<file path="src/hdl/ksl_pkg.sv">
// ----------------------------------------------------------------------------
// ksl_pkg
// Shared types, token codes and character classes for the keyword and
// symbol lexer.
// ----------------------------------------------------------------------------
package ksl_pkg;

  localparam int TEXT_CHARS = 8;
  localparam int COORD_BITS = 16;
  localparam int TEXT_BITS  = TEXT_CHARS * 8;
  localparam int TIDX_W     = $clog2(TEXT_CHARS);
  localparam int QDEPTH     = 4;
  localparam int QPTR_W     = $clog2(QDEPTH);
  localparam int QCNT_W     = $clog2(QDEPTH + 1);

  localparam logic [7:0] CH_NEWLINE = 8'h0A;
  localparam logic [7:0] CH_TAB     = 8'h09;
  localparam logic [7:0] CH_VTAB    = 8'h0B;
  localparam logic [7:0] CH_FFEED   = 8'h0C;
  localparam logic [7:0] CH_CR      = 8'h0D;
  localparam logic [7:0] CH_SPACE   = 8'h20;
  localparam logic [7:0] LEN_MAX    = 8'hFF;

  typedef logic [COORD_BITS-1:0] coord_t;
  typedef logic [TEXT_BITS-1:0]  text_t;
  typedef logic [7:0]            len_t;

  typedef enum logic [4:0] {
    TK_IDENT = 5'd0,
    TK_FN, TK_RETURN, TK_VAR, TK_FINAL, TK_I32, TK_F32, TK_STRING, TK_STRUCT,
    TK_SEMI, TK_LBRACE, TK_RBRACE, TK_LPAREN, TK_RPAREN, TK_STAR, TK_ASSIGN,
    TK_COMMA, TK_BANG, TK_LT, TK_GT,
    TK_ARROW, TK_LE, TK_GE, TK_NE, TK_ADD_EQ, TK_SUB_EQ, TK_MUL_EQ, TK_DIV_EQ,
    TK_EOF
  } tok_kind_t;

  typedef enum logic [2:0] {
    MODE_IDLE = 3'b001,
    MODE_WORD = 3'b010,
    MODE_HELD = 3'b100
  } mode_t;

  typedef struct packed {
    tok_kind_t kind;
    coord_t    line;
    coord_t    col;
    len_t      len;
    text_t     text;
    logic      last;
  } tok_t;

  // Up to two tokens come out of one input beat; a lone token is always first.
  typedef struct packed {
    logic first_vld;
    logic second_vld;
    tok_t first;
    tok_t second;
  } tok_pair_t;

  typedef struct packed {
    logic      hit;
    tok_kind_t kind;
  } kind_hit_t;

  function automatic coord_t sat_inc(input coord_t v);
    return (v == '1) ? v : v + coord_t'(1);
  endfunction

  function automatic tok_t mk_tok(input tok_kind_t kind, input coord_t line,
                                  input coord_t col, input len_t len, input text_t text);
    tok_t t;
    t.kind = kind;
    t.line = line;
    t.col  = col;
    t.len  = len;
    t.text = text;
    t.last = 1'b0;
    return t;
  endfunction

  function automatic logic is_word(input logic [7:0] b);
    return b inside {["A":"Z"], ["a":"z"], ["0":"9"], "_"};
  endfunction

  function automatic logic is_blank(input logic [7:0] b);
    return b inside {CH_SPACE, CH_TAB, CH_VTAB, CH_FFEED, CH_CR};
  endfunction

  function automatic logic starts_double(input logic [7:0] b);
    return b inside {"-", "<", ">", "!", "+", "*", "/"};
  endfunction

  function automatic kind_hit_t single_of(input logic [7:0] b);
    kind_hit_t r;
    r.hit  = 1'b1;
    r.kind = TK_IDENT;
    case (b)
      ";":     r.kind = TK_SEMI;
      "{":     r.kind = TK_LBRACE;
      "}":     r.kind = TK_RBRACE;
      "(":     r.kind = TK_LPAREN;
      ")":     r.kind = TK_RPAREN;
      "*":     r.kind = TK_STAR;
      "=":     r.kind = TK_ASSIGN;
      ",":     r.kind = TK_COMMA;
      "!":     r.kind = TK_BANG;
      "<":     r.kind = TK_LT;
      ">":     r.kind = TK_GT;
      default: r.hit  = 1'b0;
    endcase
    return r;
  endfunction

  function automatic kind_hit_t double_of(input logic [7:0] a, input logic [7:0] b);
    kind_hit_t r;
    r.hit  = 1'b1;
    r.kind = TK_IDENT;
    case ({a, b})
      "->":    r.kind = TK_ARROW;
      "<=":    r.kind = TK_LE;
      ">=":    r.kind = TK_GE;
      "!=":    r.kind = TK_NE;
      "+=":    r.kind = TK_ADD_EQ;
      "-=":    r.kind = TK_SUB_EQ;
      "*=":    r.kind = TK_MUL_EQ;
      "/=":    r.kind = TK_DIV_EQ;
      default: r.hit  = 1'b0;
    endcase
    return r;
  endfunction

  // The keyword string is right-aligned in s (last character lowest), while
  // the word text holds its first character in the lowest byte.
  function automatic logic kw_match(input text_t t, input len_t n_have,
                                    input logic [47:0] s, input int n);
    logic ok;
    int   idx;
    ok = (n_have == len_t'(n));
    for (int j = 0; j < 6; j++) begin
      idx = (j < n) ? (n - 1 - j) : 0;
      if (j < n && t[8*j +: 8] != s[8*idx +: 8]) begin
        ok = 1'b0;
      end
    end
    return ok;
  endfunction

  function automatic tok_kind_t word_kind(input text_t t, input len_t n);
    tok_kind_t k;
    k = TK_IDENT;
    if (kw_match(t, n, 48'("fn"), 2)) begin
      k = TK_FN;
    end else if (kw_match(t, n, 48'("return"), 6)) begin
      k = TK_RETURN;
    end else if (kw_match(t, n, 48'("var"), 3)) begin
      k = TK_VAR;
    end else if (kw_match(t, n, 48'("final"), 5)) begin
      k = TK_FINAL;
    end else if (kw_match(t, n, 48'("i32"), 3)) begin
      k = TK_I32;
    end else if (kw_match(t, n, 48'("f32"), 3)) begin
      k = TK_F32;
    end else if (kw_match(t, n, 48'("string"), 6)) begin
      k = TK_STRING;
    end else if (kw_match(t, n, 48'("struct"), 6)) begin
      k = TK_STRUCT;
    end
    return k;
  endfunction

endpackage

</file>
<file path="src/hdl/ksl_scan.sv">
// ----------------------------------------------------------------------------
// ksl_scan
// Scanner state and the per-byte step that yields up to two tokens per beat.
// ----------------------------------------------------------------------------
module ksl_scan (
  input  logic                clk,
  input  logic                rst_n,
  input  logic                step,
  input  logic                end_of_input,
  input  logic [7:0]          byte_in,
  output ksl_pkg::tok_pair_t  toks
);

  ksl_pkg::mode_t  mode_r,  mode_nxt;
  logic [7:0]      held_r,  held_nxt;
  ksl_pkg::text_t  wtext_r, wtext_nxt;
  ksl_pkg::len_t   wlen_r,  wlen_nxt;
  ksl_pkg::coord_t tscol_r, tscol_nxt;
  ksl_pkg::coord_t line_r,  line_nxt;
  ksl_pkg::coord_t col_r,   col_nxt;

  ksl_pkg::tok_t      flush_tok, fresh_tok, tok_a, tok_b;
  logic               flush_vld, vld_a, vld_b;
  ksl_pkg::kind_hit_t held_single, byte_single, dbl;

  assign held_single = ksl_pkg::single_of(held_r);
  assign byte_single = ksl_pkg::single_of(byte_in);
  assign dbl         = ksl_pkg::double_of(held_r, byte_in);

  // Token left pending by the previous beats, if any.
  always_comb begin
    flush_vld = 1'b0;
    flush_tok = ksl_pkg::mk_tok(ksl_pkg::TK_IDENT, line_r, tscol_r, '0, '0);
    case (mode_r)
      ksl_pkg::MODE_WORD: begin
        flush_vld = 1'b1;
        flush_tok = ksl_pkg::mk_tok(ksl_pkg::word_kind(wtext_r, wlen_r), line_r, tscol_r,
                                    wlen_r, wtext_r);
      end
      ksl_pkg::MODE_HELD: begin
        // A held plus, minus or slash has no single form and is dropped.
        flush_vld = held_single.hit;
        flush_tok = ksl_pkg::mk_tok(held_single.kind, line_r, tscol_r, '0, '0);
      end
      default: begin
        flush_vld = 1'b0;
      end
    endcase
  end

  always_comb begin
    mode_nxt  = mode_r;
    held_nxt  = held_r;
    wtext_nxt = wtext_r;
    wlen_nxt  = wlen_r;
    tscol_nxt = tscol_r;
    line_nxt  = line_r;
    col_nxt   = col_r;
    vld_a     = 1'b0;
    vld_b     = 1'b0;
    tok_a     = flush_tok;
    fresh_tok = ksl_pkg::mk_tok(ksl_pkg::TK_EOF, line_r, col_r, '0, '0);

    if (end_of_input) begin
      vld_a     = flush_vld;
      vld_b     = 1'b1;
      mode_nxt  = ksl_pkg::MODE_IDLE;
      held_nxt  = '0;
      wtext_nxt = '0;
      wlen_nxt  = '0;
      tscol_nxt = ksl_pkg::coord_t'(1);
      line_nxt  = ksl_pkg::coord_t'(1);
      col_nxt   = ksl_pkg::coord_t'(1);
    end else if (mode_r == ksl_pkg::MODE_WORD && ksl_pkg::is_word(byte_in)) begin
      if (wlen_r < ksl_pkg::len_t'(ksl_pkg::TEXT_CHARS)) begin
        wtext_nxt[8*wlen_r[ksl_pkg::TIDX_W-1:0] +: 8] = byte_in;
      end
      if (wlen_r != ksl_pkg::LEN_MAX) begin
        wlen_nxt = wlen_r + 8'd1;
      end
      col_nxt = ksl_pkg::sat_inc(col_r);
    end else if (mode_r == ksl_pkg::MODE_HELD && dbl.hit) begin
      vld_b     = 1'b1;
      fresh_tok = ksl_pkg::mk_tok(dbl.kind, line_r, tscol_r, '0, '0);
      mode_nxt  = ksl_pkg::MODE_IDLE;
      held_nxt  = '0;
      col_nxt   = ksl_pkg::sat_inc(col_r);
    end else begin
      vld_a     = flush_vld;
      mode_nxt  = ksl_pkg::MODE_IDLE;
      held_nxt  = '0;
      wtext_nxt = '0;
      wlen_nxt  = '0;
      if (byte_in == ksl_pkg::CH_NEWLINE) begin
        line_nxt = ksl_pkg::sat_inc(line_r);
        col_nxt  = ksl_pkg::coord_t'(1);
      end else begin
        col_nxt = ksl_pkg::sat_inc(col_r);
        if (ksl_pkg::is_blank(byte_in)) begin
          col_nxt = ksl_pkg::sat_inc(col_r);
        end else if (ksl_pkg::starts_double(byte_in)) begin
          held_nxt  = byte_in;
          tscol_nxt = col_r;
          mode_nxt  = ksl_pkg::MODE_HELD;
        end else if (byte_single.hit) begin
          vld_b     = 1'b1;
          fresh_tok = ksl_pkg::mk_tok(byte_single.kind, line_r, col_r, '0, '0);
        end else if (ksl_pkg::is_word(byte_in)) begin
          wtext_nxt = ksl_pkg::text_t'(byte_in);
          wlen_nxt  = 8'd1;
          tscol_nxt = col_r;
          mode_nxt  = ksl_pkg::MODE_WORD;
        end
      end
    end

    tok_b = fresh_tok;
  end

  // Pack so that a single token always lands in the first slot.
  always_comb begin
    toks.first_vld  = vld_a | vld_b;
    toks.second_vld = vld_a & vld_b;
    toks.first      = vld_a ? tok_a : tok_b;
    toks.second     = tok_b;
    toks.first.last = ~(vld_a & vld_b);
    toks.second.last = 1'b1;
  end

  always_ff @(posedge clk) begin
    if (!rst_n) begin
      mode_r  <= ksl_pkg::MODE_IDLE;
      held_r  <= '0;
      wtext_r <= '0;
      wlen_r  <= '0;
      tscol_r <= ksl_pkg::coord_t'(1);
      line_r  <= ksl_pkg::coord_t'(1);
      col_r   <= ksl_pkg::coord_t'(1);
    end else if (step) begin
      mode_r  <= mode_nxt;
      held_r  <= held_nxt;
      wtext_r <= wtext_nxt;
      wlen_r  <= wlen_nxt;
      tscol_r <= tscol_nxt;
      line_r  <= line_nxt;
      col_r   <= col_nxt;
    end
  end

  a_word_has_len: assert property (@(posedge clk) disable iff (!rst_n)
    mode_r == ksl_pkg::MODE_WORD |-> wlen_r != '0)
    else $error("word mode with zero length");

  a_held_has_byte: assert property (@(posedge clk) disable iff (!rst_n)
    mode_r == ksl_pkg::MODE_HELD |-> ksl_pkg::starts_double(held_r))
    else $error("held mode without an operator lead byte");

  a_idle_clean: assert property (@(posedge clk) disable iff (!rst_n)
    mode_r == ksl_pkg::MODE_IDLE |-> (wlen_r == '0 && held_r == '0 && wtext_r == '0))
    else $error("idle mode with leftover token state");

endmodule

</file>
<file path="src/hdl/ksl_queue.sv">
// ----------------------------------------------------------------------------
// ksl_queue
// Four-entry token queue that takes up to two tokens per beat and hands out
// one per beat.
// ----------------------------------------------------------------------------
module ksl_queue (
  input  logic               clk,
  input  logic               rst_n,
  input  logic               push,
  input  ksl_pkg::tok_pair_t pair,
  output logic               room,
  output logic               head_vld,
  input  logic               head_rdy,
  output ksl_pkg::tok_t      head
);

  ksl_pkg::tok_t                ent_r [ksl_pkg::QDEPTH];
  logic [ksl_pkg::QPTR_W-1:0]   wr_ptr_r, wr_ptr_nxt;
  logic [ksl_pkg::QPTR_W-1:0]   rd_ptr_r, rd_ptr_nxt;
  logic [ksl_pkg::QCNT_W-1:0]   cnt_r, cnt_nxt;
  logic [ksl_pkg::QPTR_W-1:0]   wr_ptr_p1;
  logic                         push_a, push_b, pop;

  assign push_a    = push & pair.first_vld;
  assign push_b    = push & pair.second_vld;
  assign pop       = head_vld & head_rdy;
  assign wr_ptr_p1 = wr_ptr_r + ksl_pkg::QPTR_W'(1);

  // Room for two tokens is required before taking a beat.
  assign room     = cnt_r <= ksl_pkg::QCNT_W'(ksl_pkg::QDEPTH - 2);
  assign head_vld = cnt_r != '0;
  assign head     = ent_r[rd_ptr_r];

  always_comb begin
    wr_ptr_nxt = wr_ptr_r + ksl_pkg::QPTR_W'(push_a) + ksl_pkg::QPTR_W'(push_b);
    rd_ptr_nxt = rd_ptr_r + ksl_pkg::QPTR_W'(pop);
    cnt_nxt    = cnt_r + ksl_pkg::QCNT_W'(push_a) + ksl_pkg::QCNT_W'(push_b)
                 - ksl_pkg::QCNT_W'(pop);
  end

  always_ff @(posedge clk) begin
    if (push_a) begin
      ent_r[wr_ptr_r] <= pair.first;
    end
    if (push_b) begin
      ent_r[wr_ptr_p1] <= pair.second;
    end
  end

  always_ff @(posedge clk) begin
    if (!rst_n) begin
      wr_ptr_r <= '0;
      rd_ptr_r <= '0;
      cnt_r    <= '0;
    end else begin
      wr_ptr_r <= wr_ptr_nxt;
      rd_ptr_r <= rd_ptr_nxt;
      cnt_r    <= cnt_nxt;
    end
  end

  a_cnt_bound: assert property (@(posedge clk) disable iff (!rst_n)
    cnt_r <= ksl_pkg::QCNT_W'(ksl_pkg::QDEPTH))
    else $error("token queue overflow");

  a_second_needs_first: assert property (@(posedge clk) disable iff (!rst_n)
    push_b |-> push_a)
    else $error("second token pushed without a first");

  a_ptr_gap: assert property (@(posedge clk) disable iff (!rst_n)
    ksl_pkg::QPTR_W'(wr_ptr_r - rd_ptr_r) == cnt_r[ksl_pkg::QPTR_W-1:0])
    else $error("queue pointers disagree with the fill count");

endmodule

</file>
<file path="src/hdl/keyword_symbol_lexer.sv">
// ----------------------------------------------------------------------------
// keyword_symbol_lexer
// Streaming lexer: source bytes in, tokens with kind and start position out.
// ----------------------------------------------------------------------------
// A beat that completes a token writes it into the token queue, which feeds
// the out_ channel. Throughput: one input beat per cycle, but in_ready drops
// while the queue holds more than two tokens; a beat yields zero, one or two
// tokens; the four-entry queue drains one per cycle while out_ready is high.
// Reset (synchronous, rst_n low) empties the queue and returns the scanner to
// line 1, column 1 with nothing pending.
module keyword_symbol_lexer (
  input  logic        clk,
  input  logic        rst_n,
  input  logic        in_valid,
  output logic        in_ready,
  input  logic        in_action,
  input  logic [7:0]  in_source_byte,
  output logic        out_valid,
  input  logic        out_ready,
  output logic [4:0]  out_token_kind,
  output logic [15:0] out_start_line,
  output logic [15:0] out_start_column,
  output logic [7:0]  out_text_length,
  output logic [63:0] out_text_bytes,
  output logic        out_last_of_run
);

  ksl_pkg::tok_pair_t toks;
  ksl_pkg::tok_t      head;
  logic               step;
  logic               room;

  assign in_ready = room;
  assign step     = in_valid & in_ready;

  ksl_scan u_scan (
    .clk          (clk),
    .rst_n        (rst_n),
    .step         (step),
    .end_of_input (in_action),
    .byte_in      (in_source_byte),
    .toks         (toks)
  );

  ksl_queue u_queue (
    .clk      (clk),
    .rst_n    (rst_n),
    .push     (step),
    .pair     (toks),
    .room     (room),
    .head_vld (out_valid),
    .head_rdy (out_ready),
    .head     (head)
  );

  assign out_token_kind   = 5'(head.kind);
  assign out_start_line   = 16'(head.line);
  assign out_start_column = 16'(head.col);
  assign out_text_length  = head.len;
  assign out_text_bytes   = 64'(head.text);
  assign out_last_of_run  = head.last;

endmodule
</file>
<file path="config.mk">
export PLATFORM = sky130hd
export DESIGN_NAME = keyword_symbol_lexer
export DESIGN_NICKNAME = d
export VERILOG_FILES = /design/src/hdl/ksl_pkg.sv /design/src/hdl/ksl_scan.sv /design/src/hdl/ksl_queue.sv /design/src/hdl/keyword_symbol_lexer.sv
export SDC_FILE = /design/constraint.sdc
export NUM_CORES = 1
export LEC_CHECK = 0
export BUFFER_PORTS_ARGS = -buffer_cell sky130_fd_sc_hd__buf_4
export CAP_MARGIN = 20
export CELL_PAD_IN_SITES_DETAIL_PLACEMENT = 0
export CELL_PAD_IN_SITES_GLOBAL_PLACEMENT = 1
export CORE_ASPECT_RATIO = 0.75
export CORE_MARGIN = 5
export CORE_UTILIZATION = 30
export CTS_CLUSTER_DIAMETER = 50
export DETAILED_ROUTE_END_ITERATION = 6
export PLACE_DENSITY_LB_ADDON = 0.1
export SLEW_MARGIN = 20
export SYNTH_ARGS = -nofsm -noshare
export SYNTH_HDL_FRONTEND = slang
export SYNTH_SLANG_ARGS = --single-unit
</file>
<file path="constraint.sdc">
create_clock -name clk -period 6.4 [get_ports clk]
set_clock_uncertainty 0.05 [all_clocks]
set_input_delay 0.32 -clock clk [delete_from_list [all_inputs] [get_ports clk]]
set_output_delay 0.32 -clock clk [all_outputs]
set_load 0.02 [all_outputs]
</file>
==> results.sh <==
export IMPL_status="finished clean"
export IMPL_drcViolationCount=0
export IMPL_path_class="reg2reg"
export IMPL_startpoint_type="flip-flop"
export IMPL_dp_cells=3160
export IMPL_ys_warn_count=0
export IMPL_reg2reg_slack_ps=1650
export IMPL_fp_dieW_um=344.9
export IMPL_cts_root_buf="clkbuf_16"
export IMPL_grt_pass1_vias=18940
export IMPL_wirelength_mm=83.92
export IMPL_path_clk_slew_ps=60
export IMPL_viasPerCell=5.690
export IMPL_finalCritPeriodShare=0.7424
export IMPL_synth_seq_cells=578
export IMPL_netlist_area_mm2=0.02524
export IMPL_layoutNonFillerInstCount=3291
export IMPL_ys_types=91
export IMPL_io_pin_count=125
export IMPL_overflow=0
export IMPL_post_route_util=0.3523
export IMPL_synth_area_per_cell_um2=12.12
export IMPL_cts_tree="built"
export IMPL_hold_class="in2reg"
export IMPL_fp_dieH_um=261.2
export IMPL_worst_ep_arrival_time_ps=5220
export IMPL_r2r_end="u_queue.cnt_r[2]"
export IMPL_synth_edff_count=148
export IMPL_powerDensity_mw_per_mm2=321.5
export IMPL_yosysMostFrequentCell="dfxtp_1"
export IMPL_cts_max_level=3
export IMPL_slowest_stage="a21oi_1"
export IMPL_synthCells=2083
export IMPL_grt_max_degree=153
export IMPL_clockBufferDepth=3
export IMPL_synth_flop_cell="dfxtp_1"
export IMPL_fin_nets=2133
export IMPL_cts_setup_buffers=0
export IMPL_grt_usage=0.1841
export IMPL_drv_cap=0
export IMPL_yosysTopAreaCell="dfxtp_1"
export IMPL_fmax_mhz=210.5
export IMPL_initial_utilization=0.3016
export IMPL_synth_top_area_frac=0.3411
export IMPL_hold_ws_ps=75.79
export IMPL_fin_ws_ps=1649
export IMPL_avgRoutedWirePerCell_um=25.50
export IMPL_crit_required_ps=6870
export IMPL_post_dp_hpwl_mm=51.52
export IMPL_startpoint="u_queue.cnt_r[1]"
export IMPL_cts_sinks=578
export IMPL_fin_area_mm2=0.02948
export IMPL_setup_tns_ps=0
export IMPL_syn_to_final_growth_pct=16.82
export IMPL_ys_top_cells_by_area="dfxtp_1, edfxtp_1, a32o_1"
export IMPL_clk_latency_ps=620
export IMPL_first_pass_iters=5
export IMPL_setup_violations=0
export IMPL_dpl_worst_slack_ps=1727
export IMPL_cp_slowest_stage_delay_ps=780
export IMPL_async_flop_share=0
export IMPL_power_leakage_nw=9.783
export IMPL_critPathCapture="u_queue.cnt_r[2]"
export IMPL_ys_seq_area_frac=0.5172
export IMPL_endpoint_kind="flip-flop"
export IMPL_r2r_start="u_queue.cnt_r[1]"
export IMPL_cts_buffers=72
export IMPL_report_final_slew_viol_count=0
export IMPL_port_buffers=124
export IMPL_antenna_left=0
export IMPL_cts_resized=0
export IMPL_vias=18730
export IMPL_antenna_found_initial=2
export IMPL_r2r_cells=12
export IMPL_drtIter0Drc=1609
export IMPL_rsz0062_at_grt="false"
export IMPL_grt_first_pass_wirelength_mm=126.0
export IMPL_path_cells="nor3b_1 -> or2_2 -> and2_1 -> nand2b_1 -> a21oi_1 -> inv_1 -> ha_1 -> inv_1 -> fa_1 -> fa_1 -> xnor2_1 -> and2_1"
export IMPL_worst_slew_pin_slew_ps=1122
export IMPL_worstPathMaxFanout=16
export IMPL_core_area_mm2=0.08369
export IMPL_synth_common_cells="dfxtp_1, a32o_1, edfxtp_1, clkbuf_1, mux4_2"
export IMPL_fp_dieArea_mm2=0.09009
export IMPL_finalPower_mw=9.478
export IMPL_place_area_mm2=0.02707
export IMPL_routabilityCongestion=0.8042
export IMPL_synth_nets=2109
export IMPL_fin_crit_ps=4751
export IMPL_slew_headroom=0.2499
export IMPL_rows=92
export IMPL_irDropWorstVdd_mv=0.1929
export IMPL_layout_drive_gt1_share=0.2008
export IMPL_hold_viol=0
## metal layers
layer	up-vias	share of wire	routed length, µm	global-route usage
met2	509	0.44	37190	0.2789
met1	9710	0.48	40620	0.2751
li1	8406	-	-	-
met4	0	0.019	1581	0.04580
met5	-	0	0	0
met3	102	0.054	4527	0.02858
## registers in the layout (all words and copies together), names as in the netlist
| signal | flops |
|---|---|
| u_queue.cnt_r | 3 |
| u_queue.ent_r | 440 |
| u_queue.rd_ptr_r | 2 |
| u_queue.wr_ptr_r | 2 |
| u_scan.col_r | 16 |
| u_scan.held_r | 8 |
| u_scan.line_r | 16 |
| u_scan.mode_r | 3 |
| u_scan.tscol_r | 16 |
| u_scan.wlen_r | 8 |
| u_scan.wtext_r | 64 |
## critical path: cells and delay by family (launching register included)
kind                     cells  cell delay [ps]
buffers and inverters        2              160
XOR/XNOR                     1              130
flip-flops                   1              340
AND/OR/NAND/NOR              5             2030
AO/OA/AOI/OAI                1              780
adder cells (fa/ha/maj)      3             1160
## placed cells by master (no fill, tap or decap), types with 6 or more instances in the layout
cell type  count
nor4bb_1       7
nor4_1        15
nand4_1       22
ha_1          10
mux4_2       110
nand2_1       84
nand2b_1      19
or4_1          6
o2bb2ai_1     27
nand4b_1       7
and3_1        33
a22oi_1       10
a21oi_1       29
clkbuf_16     74
xnor2_1        9
nor3_1        23
o22ai_1       15
a22o_1        72
o21a_1        17
inv_6         12
a31oi_1        7
nor2b_1       45
or3_1         12
buf_4        156
nand3_1       48
clkbuf_8       6
clkinv_2      10
a21boi_0      25
xor2_1        18
clkbuf_1      10
inv_1         25
nor3b_1        8
edfxtp_1     148
dfxtp_1      428
o21ai_0       35
a32o_1       296
and3b_1        7
and2_1        71
nor2_1        67
## repair_timing
| action | 4_1_cts | 5_1_grt |
|---|---|---|
| setup endpoints to repair | 0 | 0 |
| hold buffers | 1 | 0 |
| endpoints found under the hold margin | 1 | 0 |
## final cells by class
class / count / area [µm²]
Inverter: 30 / 115.1
Fill cell: 8276 / 54200
Tap cell: 1128 / 1411
Multi-Input combinational cell: 1266 / 11290
Antenna cell: 2 / 5.005
Clock inverter: 38 / 406.6
Timing Repair Buffer: 159 / 1221
Clock buffer: 90 / 1972
Sequential cell: 578 / 13060
## report_power, final
| group | internal, mW | leakage [nW] | switching [mW] | total [mW] |
|---|---|---|---|---|
| Clock | 2.39 | 1.17 | 1.69 | 4.08 |
| Sequential | 3.82 | 4.73 | 0.138 | 3.96 |
| Combinational | 0.514 | 3.88 | 0.923 | 1.44 |
## cell families (layout without fill, tap and decap cells)
kind of cell | Yosys count | after routing | synth area share
simple gates | 516 | 516 | 0.1167
buf+inv | 239 | 317 | 0.04035
compound gates | 596 | 596 | 0.2093
xor+xnor | 27 | 27 | 0.009370
other cells | 0 | 2 | 0
fa+ha+maj | 13 | 13 | 0.007337
mux | 114 | 114 | 0.09979
flops | 578 | 578 | 0.5172
## how the worst min path moves through the flow
stage                     slack, ps              endpoint            startpoint  depth (start not counted)
after CTS                         8      u_scan.line_r[0]                 rst_n                          2
after detailed placement        400   u_queue.ent_r[1][7]   u_queue.ent_r[1][7]                          1
after global placement          390  u_queue.ent_r[2][54]  u_queue.ent_r[2][54]                          1
after floorplan                 390   u_queue.ent_r[1][0]   u_queue.ent_r[1][0]                          1
after global routing             50    u_scan.wtext_r[62]     in_source_byte[6]                          3
final                            80      u_scan.mode_r[0]                 rst_n                          2
No activity file was read; power rests on OpenSTA's default activity.
